**config.mk**
```make
export PLATFORM = sky130hd
export DESIGN_NAME = linear_extrapolation_predictor_core
export DESIGN_NICKNAME = d
export VERILOG_FILES = /design/src/hdl/lep_pkg.sv /design/src/hdl/linear_extrapolation_predictor_core.sv
export SDC_FILE = /design/constraint.sdc
export NUM_CORES = 2
export LEC_CHECK = 0
export ABC_AREA = 1
export BUFFER_PORTS_ARGS = -buffer_cell sky130_fd_sc_hd__buf_4
export CAP_MARGIN = 20
export CELL_PAD_IN_SITES_DETAIL_PLACEMENT = 0
export CELL_PAD_IN_SITES_GLOBAL_PLACEMENT = 1
export CORE_UTILIZATION = 42
export CTS_CLUSTER_SIZE = 16
export DETAILED_ROUTE_END_ITERATION = 10
export GPL_ROUTABILITY_DRIVEN = 0
export GPL_TIMING_DRIVEN = 0
export PLACE_DENSITY_LB_ADDON = 0.1
export SYNTH_ARGS = -nofsm -noshare
export SYNTH_HDL_FRONTEND = slang
export SYNTH_SLANG_ARGS = --single-unit
```
**constraint.sdc**
```tcl
create_clock -name clk -period 12.9 [get_ports clk]
set_input_delay 1.935 -clock clk [delete_from_list [all_inputs] [get_ports clk]]
set_output_delay 1.935 -clock clk [all_outputs]
set_load 0.005 [all_outputs]
```
**src/hdl/lep_pkg.sv**
```systemverilog
`timescale 1ns / 1ps

package lep_pkg;

	// Field widths of the payload structs.
	localparam int VALUE_W = 48;
	localparam int TIME_W  = 32;

	// Slope format: signed, 64 bits, 32 fraction bits.
	localparam int SLOPE_W    = 64;
	localparam int SLOPE_FRAC = 32;

	// Request codes.
	localparam logic REQ_STORE   = 1'b0;
	localparam logic REQ_PREDICT = 1'b1;

	// Store count at which slopes start being tracked; the count saturates here.
	localparam logic [2:0] UPD_FULL = 3'd4;

	typedef struct packed {
		logic                      req_type;
		logic signed [VALUE_W-1:0] sample_value;
		logic        [TIME_W-1:0]  time_interval;
	} lep_in_t;

	typedef struct packed {
		logic signed [VALUE_W-1:0] predicted_value;
		logic                      ready_res;
	} lep_out_t;

endpackage

```
**src/hdl/linear_extrapolation_predictor_core.sv**
```systemverilog
`timescale 1ns / 1ps

// Channel  Direction  Handshake             Payload
// -------  ---------  --------------------  ----------------------------------------
// in       input      in_valid / in_ready   lep_in_t  (req_type, sample, interval)
// out      output     out_valid / out_ready lep_out_t (predicted_value, ready_res)
//
// A store before the fourth one leaves the sequencer idle. From the fourth store on, a store
// runs two restoring divisions through the shared 65-bit adder, one quotient bit per
// cycle. A prediction runs a shift-and-add multiply on the same adder and then waits
// until the output register is free to take the result.
// in_ready is high only while the sequencer is idle. Asynchronous reset clears all
// stored samples, intervals, the mean slope and the store count. A result held in the
// output register does not stop the next input transfer.
module linear_extrapolation_predictor_core #(
	parameter int FRAC_BITS = 16
) (
	input  logic             clk,
	input  logic             arst_n,
	input  logic             in_valid,
	output logic             in_ready,
	input  lep_pkg::lep_in_t in_data,
	output logic             out_valid,
	input  logic             out_ready,
	output lep_pkg::lep_out_t out_data
);

	import lep_pkg::*;

	localparam int PSHIFT = SLOPE_FRAC - FRAC_BITS;
	localparam int NW     = VALUE_W + 1 + PSHIFT;
	localparam int QW     = (NW > SLOPE_W) ? NW : SLOPE_W;
	localparam int PW     = SLOPE_W + TIME_W;
	localparam int SW     = PW - PSHIFT;
	localparam int EW     = (SW > VALUE_W + 1) ? SW : VALUE_W + 1;
	localparam int AW     = SLOPE_W + 1;
	localparam int MAXIT  = (NW > TIME_W) ? NW : TIME_W;
	localparam int ITW    = $clog2(MAXIT);

	localparam logic [SLOPE_W-1:0] SLOPE_MAX = {1'b0, {(SLOPE_W-1){1'b1}}};
	localparam logic [VALUE_W-1:0] VAL_MAX   = {1'b0, {(VALUE_W-1){1'b1}}};
	localparam logic [VALUE_W-1:0] VAL_MIN   = {1'b1, {(VALUE_W-1){1'b0}}};

	localparam logic [3:0] ST_IDLE = 4'd0;
	localparam logic [3:0] ST_DIFF = 4'd1;
	localparam logic [3:0] ST_ABS  = 4'd2;
	localparam logic [3:0] ST_DIV  = 4'd3;
	localparam logic [3:0] ST_SAT  = 4'd4;
	localparam logic [3:0] ST_MEAN = 4'd5;
	localparam logic [3:0] ST_MABS = 4'd6;
	localparam logic [3:0] ST_MUL  = 4'd7;
	localparam logic [3:0] ST_OUT  = 4'd8;

	logic [3:0]         state_q;
	logic [ITW-1:0]     iter_q;
	logic [2:0]         upd_q;
	logic [VALUE_W-1:0] samp_q [3];
	logic [TIME_W-1:0]  iv_q [2];
	logic [SLOPE_W-1:0] mean_q;
	logic               out_valid_q;
	lep_out_t           out_q;

	logic               k_q;
	logic               neg_q;
	logic               msign_q;
	logic [AW-1:0]      work_q;
	logic [AW-1:0]      slope0_q;
	logic [NW-1:0]      num_q;
	logic [TIME_W-1:0]  rem_q;
	logic [SLOPE_W-1:0] mag_q;
	logic [PW-1:0]      prod_q;

	logic               in_xfer;
	logic [VALUE_W-1:0] newer;
	logic [VALUE_W-1:0] older;
	logic [TIME_W-1:0]  dv;
	logic [TIME_W:0]    trial;
	logic [QW-1:0]      q_ext;
	logic [SLOPE_W-1:0] q_sat;
	logic [AW-1:0]      op_a;
	logic [AW-1:0]      op_b;
	logic               op_sub;
	logic [AW-1:0]      res;
	logic [EW-1:0]      step_ext;
	logic [VALUE_W:0]   step_c;
	logic [VALUE_W+1:0] step_s;
	logic [VALUE_W+1:0] total;
	logic               ovf;
	logic [VALUE_W-1:0] pred;
	logic               out_free;

	assign in_ready = (state_q == ST_IDLE);
	assign in_xfer  = in_valid && in_ready;
	assign out_free = !out_valid_q || out_ready;

	assign newer = k_q ? samp_q[1] : samp_q[0];
	assign older = k_q ? samp_q[2] : samp_q[1];
	assign dv    = (iv_q[k_q] == '0) ? TIME_W'(1) : iv_q[k_q];
	assign trial = {rem_q, num_q[NW-1]};

	// Quotient magnitude clipped to the largest positive slope.
	assign q_ext = QW'(num_q);
	assign q_sat = (|q_ext[QW-1:SLOPE_W-1]) ? SLOPE_MAX : {1'b0, q_ext[SLOPE_W-2:0]};

	// The shared adder: every arithmetic step of the sequencer but the final step-and-sample add goes through here.
	always_comb begin
		op_a   = '0;
		op_b   = '0;
		op_sub = 1'b0;
		case (state_q)
			ST_DIFF: begin
				op_a   = {{(AW-VALUE_W){newer[VALUE_W-1]}}, newer};
				op_b   = {{(AW-VALUE_W){older[VALUE_W-1]}}, older};
				op_sub = 1'b1;
			end
			ST_ABS: begin
				op_b   = work_q;
				op_sub = work_q[AW-1];
			end
			ST_DIV: begin
				op_a   = AW'(trial);
				op_b   = AW'(dv);
				op_sub = 1'b1;
			end
			ST_SAT: begin
				op_b   = AW'(q_sat);
				op_sub = neg_q;
			end
			ST_MEAN: begin
				op_a = slope0_q;
				op_b = work_q;
			end
			ST_MABS: begin
				op_b   = {mean_q[SLOPE_W-1], mean_q};
				op_sub = mean_q[SLOPE_W-1];
			end
			ST_MUL: begin
				op_a = {1'b0, prod_q[PW-1:TIME_W]};
				op_b = {1'b0, mag_q};
			end
			default: begin
				op_a = '0;
			end
		endcase
	end

	assign res = op_a + (op_b ^ {AW{op_sub}}) + AW'(op_sub);

	// A step of 2^VALUE_W or more saturates whatever the last sample is, so the
	// magnitude is clipped there before the final add.
	assign step_ext = EW'(prod_q >> PSHIFT);
	assign step_c   = (|step_ext[EW-1:VALUE_W]) ? {1'b1, {VALUE_W{1'b0}}} : step_ext[VALUE_W:0];
	assign step_s   = msign_q ? -{1'b0, step_c} : {1'b0, step_c};
	assign total    = {{2{samp_q[0][VALUE_W-1]}}, samp_q[0]} + step_s;
	assign ovf      = !((total[VALUE_W+1] == total[VALUE_W]) &&
		(total[VALUE_W] == total[VALUE_W-1]));
	assign pred     = ovf ? (total[VALUE_W+1] ? VAL_MIN : VAL_MAX) : total[VALUE_W-1:0];

	always_ff @(posedge clk or negedge arst_n) begin
		if (!arst_n) begin
			state_q     <= ST_IDLE;
			iter_q      <= '0;
			upd_q       <= '0;
			samp_q[0]   <= '0;
			samp_q[1]   <= '0;
			samp_q[2]   <= '0;
			iv_q[0]     <= '0;
			iv_q[1]     <= '0;
			mean_q      <= '0;
		end else begin
			case (state_q)
				ST_IDLE: begin
					if (in_xfer) begin
						if (in_data.req_type == REQ_STORE) begin
							samp_q[2] <= samp_q[1];
							samp_q[1] <= samp_q[0];
							samp_q[0] <= in_data.sample_value;
							iv_q[1]   <= iv_q[0];
							iv_q[0]   <= in_data.time_interval;
							if (upd_q != UPD_FULL) begin
								upd_q <= upd_q + 3'd1;
							end
							if (upd_q >= UPD_FULL - 3'd1) begin
								state_q <= ST_DIFF;
							end
						end else begin
							state_q <= ST_MABS;
						end
					end
				end
				ST_DIFF: begin
					state_q <= ST_ABS;
				end
				ST_ABS: begin
					iter_q  <= '0;
					state_q <= ST_DIV;
				end
				ST_DIV: begin
					if (iter_q == ITW'(NW - 1)) begin
						state_q <= ST_SAT;
					end else begin
						iter_q <= iter_q + ITW'(1);
					end
				end
				ST_SAT: begin
					state_q <= k_q ? ST_MEAN : ST_DIFF;
				end
				ST_MEAN: begin
					mean_q  <= res[AW-1:1];
					state_q <= ST_IDLE;
				end
				ST_MABS: begin
					iter_q  <= '0;
					state_q <= ST_MUL;
				end
				ST_MUL: begin
					if (iter_q == ITW'(TIME_W - 1)) begin
						state_q <= ST_OUT;
					end else begin
						iter_q <= iter_q + ITW'(1);
					end
				end
				ST_OUT: begin
					if (out_free) begin
						state_q <= ST_IDLE;
					end
				end
				default: begin
					state_q <= ST_IDLE;
				end
			endcase
		end
	end

	// Loading a new result takes priority over the transfer of the one it replaces.
	always_ff @(posedge clk or negedge arst_n) begin
		if (!arst_n) begin
			out_valid_q <= 1'b0;
		end else if (state_q == ST_OUT && out_free) begin
			out_valid_q <= 1'b1;
		end else if (out_ready) begin
			out_valid_q <= 1'b0;
		end
	end

	always_ff @(posedge clk) begin
		case (state_q)
			ST_IDLE: begin
				k_q    <= 1'b0;
				prod_q <= PW'(in_data.time_interval);
			end
			ST_DIFF: begin
				work_q <= res;
			end
			ST_ABS: begin
				neg_q <= work_q[AW-1];
				num_q <= NW'(res[VALUE_W:0]) << PSHIFT;
				rem_q <= '0;
			end
			ST_DIV: begin
				// A clear sign bit means the trial remainder covered the divisor.
				if (!res[AW-1]) begin
					rem_q <= res[TIME_W-1:0];
					num_q <= {num_q[NW-2:0], 1'b1};
				end else begin
					rem_q <= trial[TIME_W-1:0];
					num_q <= {num_q[NW-2:0], 1'b0};
				end
			end
			ST_SAT: begin
				if (!k_q) begin
					slope0_q <= res;
					k_q      <= 1'b1;
				end else begin
					work_q <= res;
				end
			end
			ST_MABS: begin
				msign_q <= mean_q[SLOPE_W-1];
				mag_q   <= res[SLOPE_W-1:0];
			end
			ST_MUL: begin
				if (prod_q[0]) begin
					prod_q <= {res, prod_q[TIME_W-1:1]};
				end else begin
					prod_q <= {1'b0, prod_q[PW-1:1]};
				end
			end
			ST_OUT: begin
				if (out_free) begin
					out_q.predicted_value <= pred;
					out_q.ready_res       <= (upd_q == UPD_FULL);
				end
			end
			default: begin
				k_q <= k_q;
			end
		endcase
	end

	assign out_valid = out_valid_q;
	assign out_data  = out_q;

	a_predict_starts_mul: assert property (@(posedge clk) disable iff (!arst_n)
		(in_xfer && in_data.req_type == REQ_PREDICT) |=> (state_q == ST_MABS))
		else $error("predict transfer did not start the multiply sequence");

	a_early_store_idle: assert property (@(posedge clk) disable iff (!arst_n)
		(in_xfer && in_data.req_type == REQ_STORE && upd_q < UPD_FULL - 3'd1)
		|=> (state_q == ST_IDLE))
		else $error("store before the fourth one started a slope update");

	a_div_iter_bound: assert property (@(posedge clk) disable iff (!arst_n)
		(state_q == ST_DIV) |-> (iter_q <= ITW'(NW - 1)))
		else $error("divider iteration count out of range");

	a_out_needs_free: assert property (@(posedge clk) disable iff (!arst_n)
		(state_q == ST_OUT && out_valid && !out_ready) |=> (state_q == ST_OUT))
		else $error("result left the sequencer while the output register was full");

endmodule
```
# Word level (Yosys, flattened, before mapping)

Cells that the tools add are included.

Add/sub/neg operators: 6
$lt $le $gt $ge: 2
Equality and inequality tests: 22
Mux-type cells: 36
Bitwise operators: 4
Reduce and logical (&&, ||, !) cells: 25

Operators with widths:

| kind                                                 | count |
|---|---|
| case mux 65 bit (6 select lines)                     | 1 |
| case mux 65 bit (2 select lines)                     | 2 |
| case mux 65 bit (4 select lines)                     | 1 |
| two-way mux 48 bit                                   | 4 |
| case mux 96 bit (2 select lines)                     | 1 |
| two-way mux 32 bit                                   | 5 |
| two-way mux 96 bit                                   | 1 |
| adder 65 x 1 -> 65 bit                               | 1 |
| adder 65 bit                                         | 1 |
| two-way mux 65 bit                                   | 1 |
| bitwise XOR 65 bit                                   | 1 |
| case mux 32 bit (2 select lines)                     | 1 |
| two-way mux 63 bit                                   | 1 |
| adder 50 bit                                         | 1 |
| two-way mux 50 bit                                   | 1 |
| negator 49 -> 50 bit                                 | 1 |
| two-way mux 49 bit                                   | 1 |
| logical NOT 32 bit                                   | 1 |
| case mux 4 bit (8 select lines)                      | 1 |
| OR reduction 32 bit                                  | 1 |
| two-way mux 4 bit                                    | 6 |
| case mux 7 bit (3 select lines)                      | 1 |
| equality test 4 x 3 -> 1 bit (second input constant) | 4 |
| two-way mux 7 bit                                    | 2 |
| other kinds (32)                                     | 54 |

Bits in registers: 726
Bits of input ports: 85
Output and inout bits: 51
Word-level logic and storage cells: 116

# Longest topological paths before layout

Depth in word-level cells: 12
Gate-level depth with buffers: 41
Depth with buffers taken out: 38

# Least setup slack after synthesis

OpenSTA, ideal clock, no wires.

Path kind: flip-flop to flip-flop
Start point: reg state_q[0]
End point: reg work_q[0] (enable)
Setup time: 0.578 ns
Data arrival time: 6.136 ns
Data required time: 12.322 ns
Path slack: 6.186 ns
Stages on the path, launching flop included: 9
Path buffers: 3
Clock period less this slack: 6.714 ns
Cell sequence: dfrtp_1 -> inv_2 -> nand2_1 -> nor3_1 -> clkbuf_1 -> inv_1 -> clkbuf_1 -> buf_1 -> o21ai_0

Cells in the longest elaborated chain, start to end: 3
Elaborated cells between the ends (all ways): 5
Those cells by class: 3 x eq/ne; 2 x reduce/logical

Ends and longest elaborated chain:

| element                                                                      | line                                       | RTL |
|---|---|---|
| from (decl)                                                                  | linear_extrapolation_predictor_core.sv:54  | `logic [3:0] state_q;` |
| from (signal assigned)                                                       | linear_extrapolation_predictor_core.sv:206 | `state_q <= k_q ? ST_MEAN : ST_DIFF;` |
| equality test 4 x 3 -> 1 bit or equality test 4 x 1 -> 1 bit (tied branches) | linear_extrapolation_predictor_core.sv:247 | `case (state_q)` |
| inequality test 2 bit (no line) or nonzero test 2 bit (tied branches)        | n/a                                        |  |
| AND reduction 2 bit (no line) (*)                                            | n/a                                        |  |
| to (signal assigned)                                                         | linear_extrapolation_predictor_core.sv:253 | `work_q <= res;` |
| to (signal assigned)                                                         | linear_extrapolation_predictor_core.sv:275 | `work_q <= res;` |
| to (decl)                                                                    | linear_extrapolation_predictor_core.sv:66  | `logic [AW-1:0] work_q;` |

Every way passes the cells marked *; elsewhere a longest branch is shown, timed or not.
A chain may end at the register's enable or synchronous reset.

# Final worst setup path

Start point: reg k_q
End point: reg rem_q[29] (data pin)

Cells in the longest elaborated chain, start to end: 12
Elaborated cells between the ends (all ways): 15
Those cells by class: 2 x add/sub; 10 x mux; 2 x bitwise; 1 x reduce/logical

Ends and longest elaborated chain:

| element                                                | line                                       | RTL |
|---|---|---|
| from (decl)                                            | linear_extrapolation_predictor_core.sv:63  | `logic k_q;` |
| from (signal assigned)                                 | linear_extrapolation_predictor_core.sv:296 | `k_q <= k_q;` |
| inverter 1 -> 2 bit (implied by the code)              | linear_extrapolation_predictor_core.sv:98  | `assign dv = (iv_q[k_q] == '0) ? TIME_W'(1) : iv_q[k_q];` |
| two-way mux 32 bit (implied by the code) (3 in series) | linear_extrapolation_predictor_core.sv:98  |  |
| logical NOT 32 bit                                     | linear_extrapolation_predictor_core.sv:98  |  |
| two-way mux 32 bit                                     | linear_extrapolation_predictor_core.sv:98  |  |
| case mux 65 bit (6 select lines)                       | linear_extrapolation_predictor_core.sv:110 | `case (state_q)` |
| bitwise XOR 65 bit                                     | linear_extrapolation_predictor_core.sv:147 | `assign res = op_a + (op_b ^ {AW{op_sub}}) + AW'(op_sub);` |
| adder 65 bit (*)                                       | linear_extrapolation_predictor_core.sv:147 |  |
| adder 65 x 1 -> 65 bit (*)                             | linear_extrapolation_predictor_core.sv:147 |  |
| two-way mux 32 bit (*)                                 | linear_extrapolation_predictor_core.sv:262 | `if (!res[AW-1]) begin` |
| case mux 32 bit (2 select lines) (*)                   | linear_extrapolation_predictor_core.sv:247 |  |
| to (signal assigned)                                   | linear_extrapolation_predictor_core.sv:263 | `rem_q <= res[TIME_W-1:0];` |
| to (signal assigned)                                   | linear_extrapolation_predictor_core.sv:266 | `rem_q <= trial[TIME_W-1:0];` |
| to (decl)                                              | linear_extrapolation_predictor_core.sv:69  | `logic [TIME_W-1:0] rem_q;` |

Every way passes the cells marked *; elsewhere a longest branch is shown, timed or not. The select of a mux whose other input is x is not followed.

==> impl_metrics.ini <==
[status]
status = finished clean

[cells_and_area]
final_common_cell = nand2_1
final_nets = 5467
fillers = 9646
final_cell_mix = nand2_1, inv_1, o21ai_0, edfxtp_1, nor2_1
final_core_util = 0.489
seq_area_um2 = 20400
multi_input_area_um2 = 17800
fin_cells = 6612
syn2layout_area_growth_pct = 14.7
final_area_um2 = 47600
final_layout_size_suffix_gt1_frac = 0.0727

[critical_path]
required_ps = 13320
cpMostUsedCell = nand2_1
r2r-start = k_q
slowest_stage = clkbuf_1
critPathMaxFanout = 10
path_class = reg2reg
crit_arrival_ps = 8070
crit_start = k_q
slowest_delay_ps = 930
cp-end-kind = flop
cp-start-kind = flop

[synth]
synth_edf_count = 439
synthSimpleGateAreaFrac = 0.184
ys_seq_elements = 726
synth.largest_area_cell = edfxtp_1
synth.area.top_cells = edfxtp_1, dfrtp_1, nand2_1
synth-xor-area-share = 0.0441
synth_compound_area_frac = 0.162
yosysSeqAreaShare = 0.491
synthDominantCellAreaShare = 0.318
netlist_area_um2 = 41400
ys.flop_type = edfxtp_1
synth_top_family_by_area = simple AND/OR/NAND/NOR gates
syn_nets = 5217
avgSynthCellArea_um2 = 8.27
async_flop_share = 0.395
syn_inst = 5010
yosys_warnings = 0
synth.distinct_cells = 64
synth-adder-area-share = 0.0372
synthMuxAreaShare = 0

[grt]
grt_max_degree = 102
antenna_found_initial = 7
grt_first_pass_wirelength_um = 244000
globalRouteTotalUtil = 0.340
grt_overflow = 0
grt_pass1_vias = 36365

[sta]
fmax_ghz = 0.131
fin_crit_sh = 0.593
worst_slew_pin_slew_ps = 1300
slew_headroom = 0.130
rsz0062_at_grt = false
setup_viol = 0
drv_slew = 0
fin_tns_setup_ps = 0
final_hold_viol_count = 0
period_needed_ps = 7650
clock_skew_ps = 24.1

[clock_network]
cts_tree = built
cts_htree_levels = 3
cts_buffers = 87
cts_buffer_depth = 3
cts_root_buffer = clkbuf_16
clock_latency_ps = 680
clkSinkCount = 726
post_cts_buffers = 0
clk_pin_slew_ps = 60
cts_resized = 0
cts_hold_repair.buffers = 0

[placed_design]
port_buffers = 135
dpl_cell_area_um2 = 44600
dp_hpwl_um = 136000
dp.cells = 6446

[die]
rows = 114
die_area_um2 = 99900
ios = 136
die_h_um = 316
start_util = 0.426
core_area_um2 = 97300
die_w_um = 316

[drt]
via_per_inst = 5.63
vias = 37223
dr.pass1.iters = 6
ant_nets = 0
post_drt_wl_per_cell_um = 25.7
drc = 0
drt_iter0_drc = 4150
finalWirelength_um = 170000

[hold_path]
hold_start = iv_q[32]
hp-class = reg2reg

[run]
cap_violations = 0
## Yosys cell counts (8+ instances only)
cell / n
a22oi_1: 16
dfrtp_1: 287
xnor2_1: 62
buf_6: 9
ha_1: 120
nand2_2: 13
edfxtp_1: 439
buf_4: 14
nor4_1: 16
a32o_1: 14
nor3_1: 46
o21a_1: 18
a31oi_1: 46
inv_2: 12
nor2_1: 330
buf_1: 33
o21ai_1: 20
nand2_1: 1344
o211ai_1: 17
o21ai_0: 617
o221ai_1: 19
o2111ai_1: 30
a21oi_1: 265
xor2_1: 145
o31ai_1: 9
a22o_1: 18
buf_2: 13
a2111oi_0: 21
a221oi_1: 11
clkbuf_1: 152
a21boi_0: 8
nand3_1: 107
a211oi_1: 21
nand4_1: 37
inv_1: 625
## state kept, by name, indices dropped and copies added (netlist names), 32 cells and up
signal,count
num_q,65
prod_q,96
samp_q,144
iv_q,64
mean_q,64
work_q,65
mag_q,64
out_data,49
rem_q,32
slope0_q,65
## worst max-delay path: cells and delay by family (launching register included)
kind	cells	cell delay [ps]
simple gates	22	2880
compound gates	2	370
buf+inv	9	3240
fa+ha+maj	1	510
flops	1	340
## cell families (layout without fill, tap and decap cells)
group                    count (synthesis)  in the layout
other                                    0              2
flip-flops                             726            726
AND/OR/NAND/NOR                       1918           1918
adder cells (fa/ha/maj)                122            122
buffers and inverters                  861           1185
AO/OA/AOI/OAI                         1175           1175
XOR/XNOR                               208            208
## worst paths after layout
check,slack (ps),cells after the start,to
setup / recovery,5250,34,rem_q[29]
hold / removal,480,2,iv_q[32]
setup reg to reg,5250,34,rem_q[29]
hold reg to reg,480,2,iv_q[32]
max in group asynchronous,10440,2,samp_q[125]
min in group asynchronous,1320,1,upd_q[0]
## area by class of cell
class | instances | share of cell area
Buffer | 221 | 0.0204
Clock buffer | 124 | 0.0532
Timing Repair Buffer | 161 | 0.0316
Multi-Input combinational cell | 3423 | 0.373
Inverter | 640 | 0.0505
Clock inverter | 39 | 0.00897
Sequential cell | 726 | 0.428
Tap cell | 1276 | 0.0336
Antenna cell | 2 | 0.000105
## through the flow
stage	hold WS (ps)	setup slack, ps
after CTS	483	5350
after global routing	501	4930
after global placement	462	554
final	484	5250
after detailed placement	470	5350
after floorplan	447	6190
## metal layers
layer,vias to the layer above,GRT usage,share of wire
met5,-,0,0.00016
met4,4,0.180,0.060
met3,386,0.0725,0.087
met2,1660,0.537,0.45
met1,17926,0.437,0.40
li1,17247,-,-
Power is not shown: default switching activity piles up to over one toggle a cycle in this logic, so the estimate is an artifact.
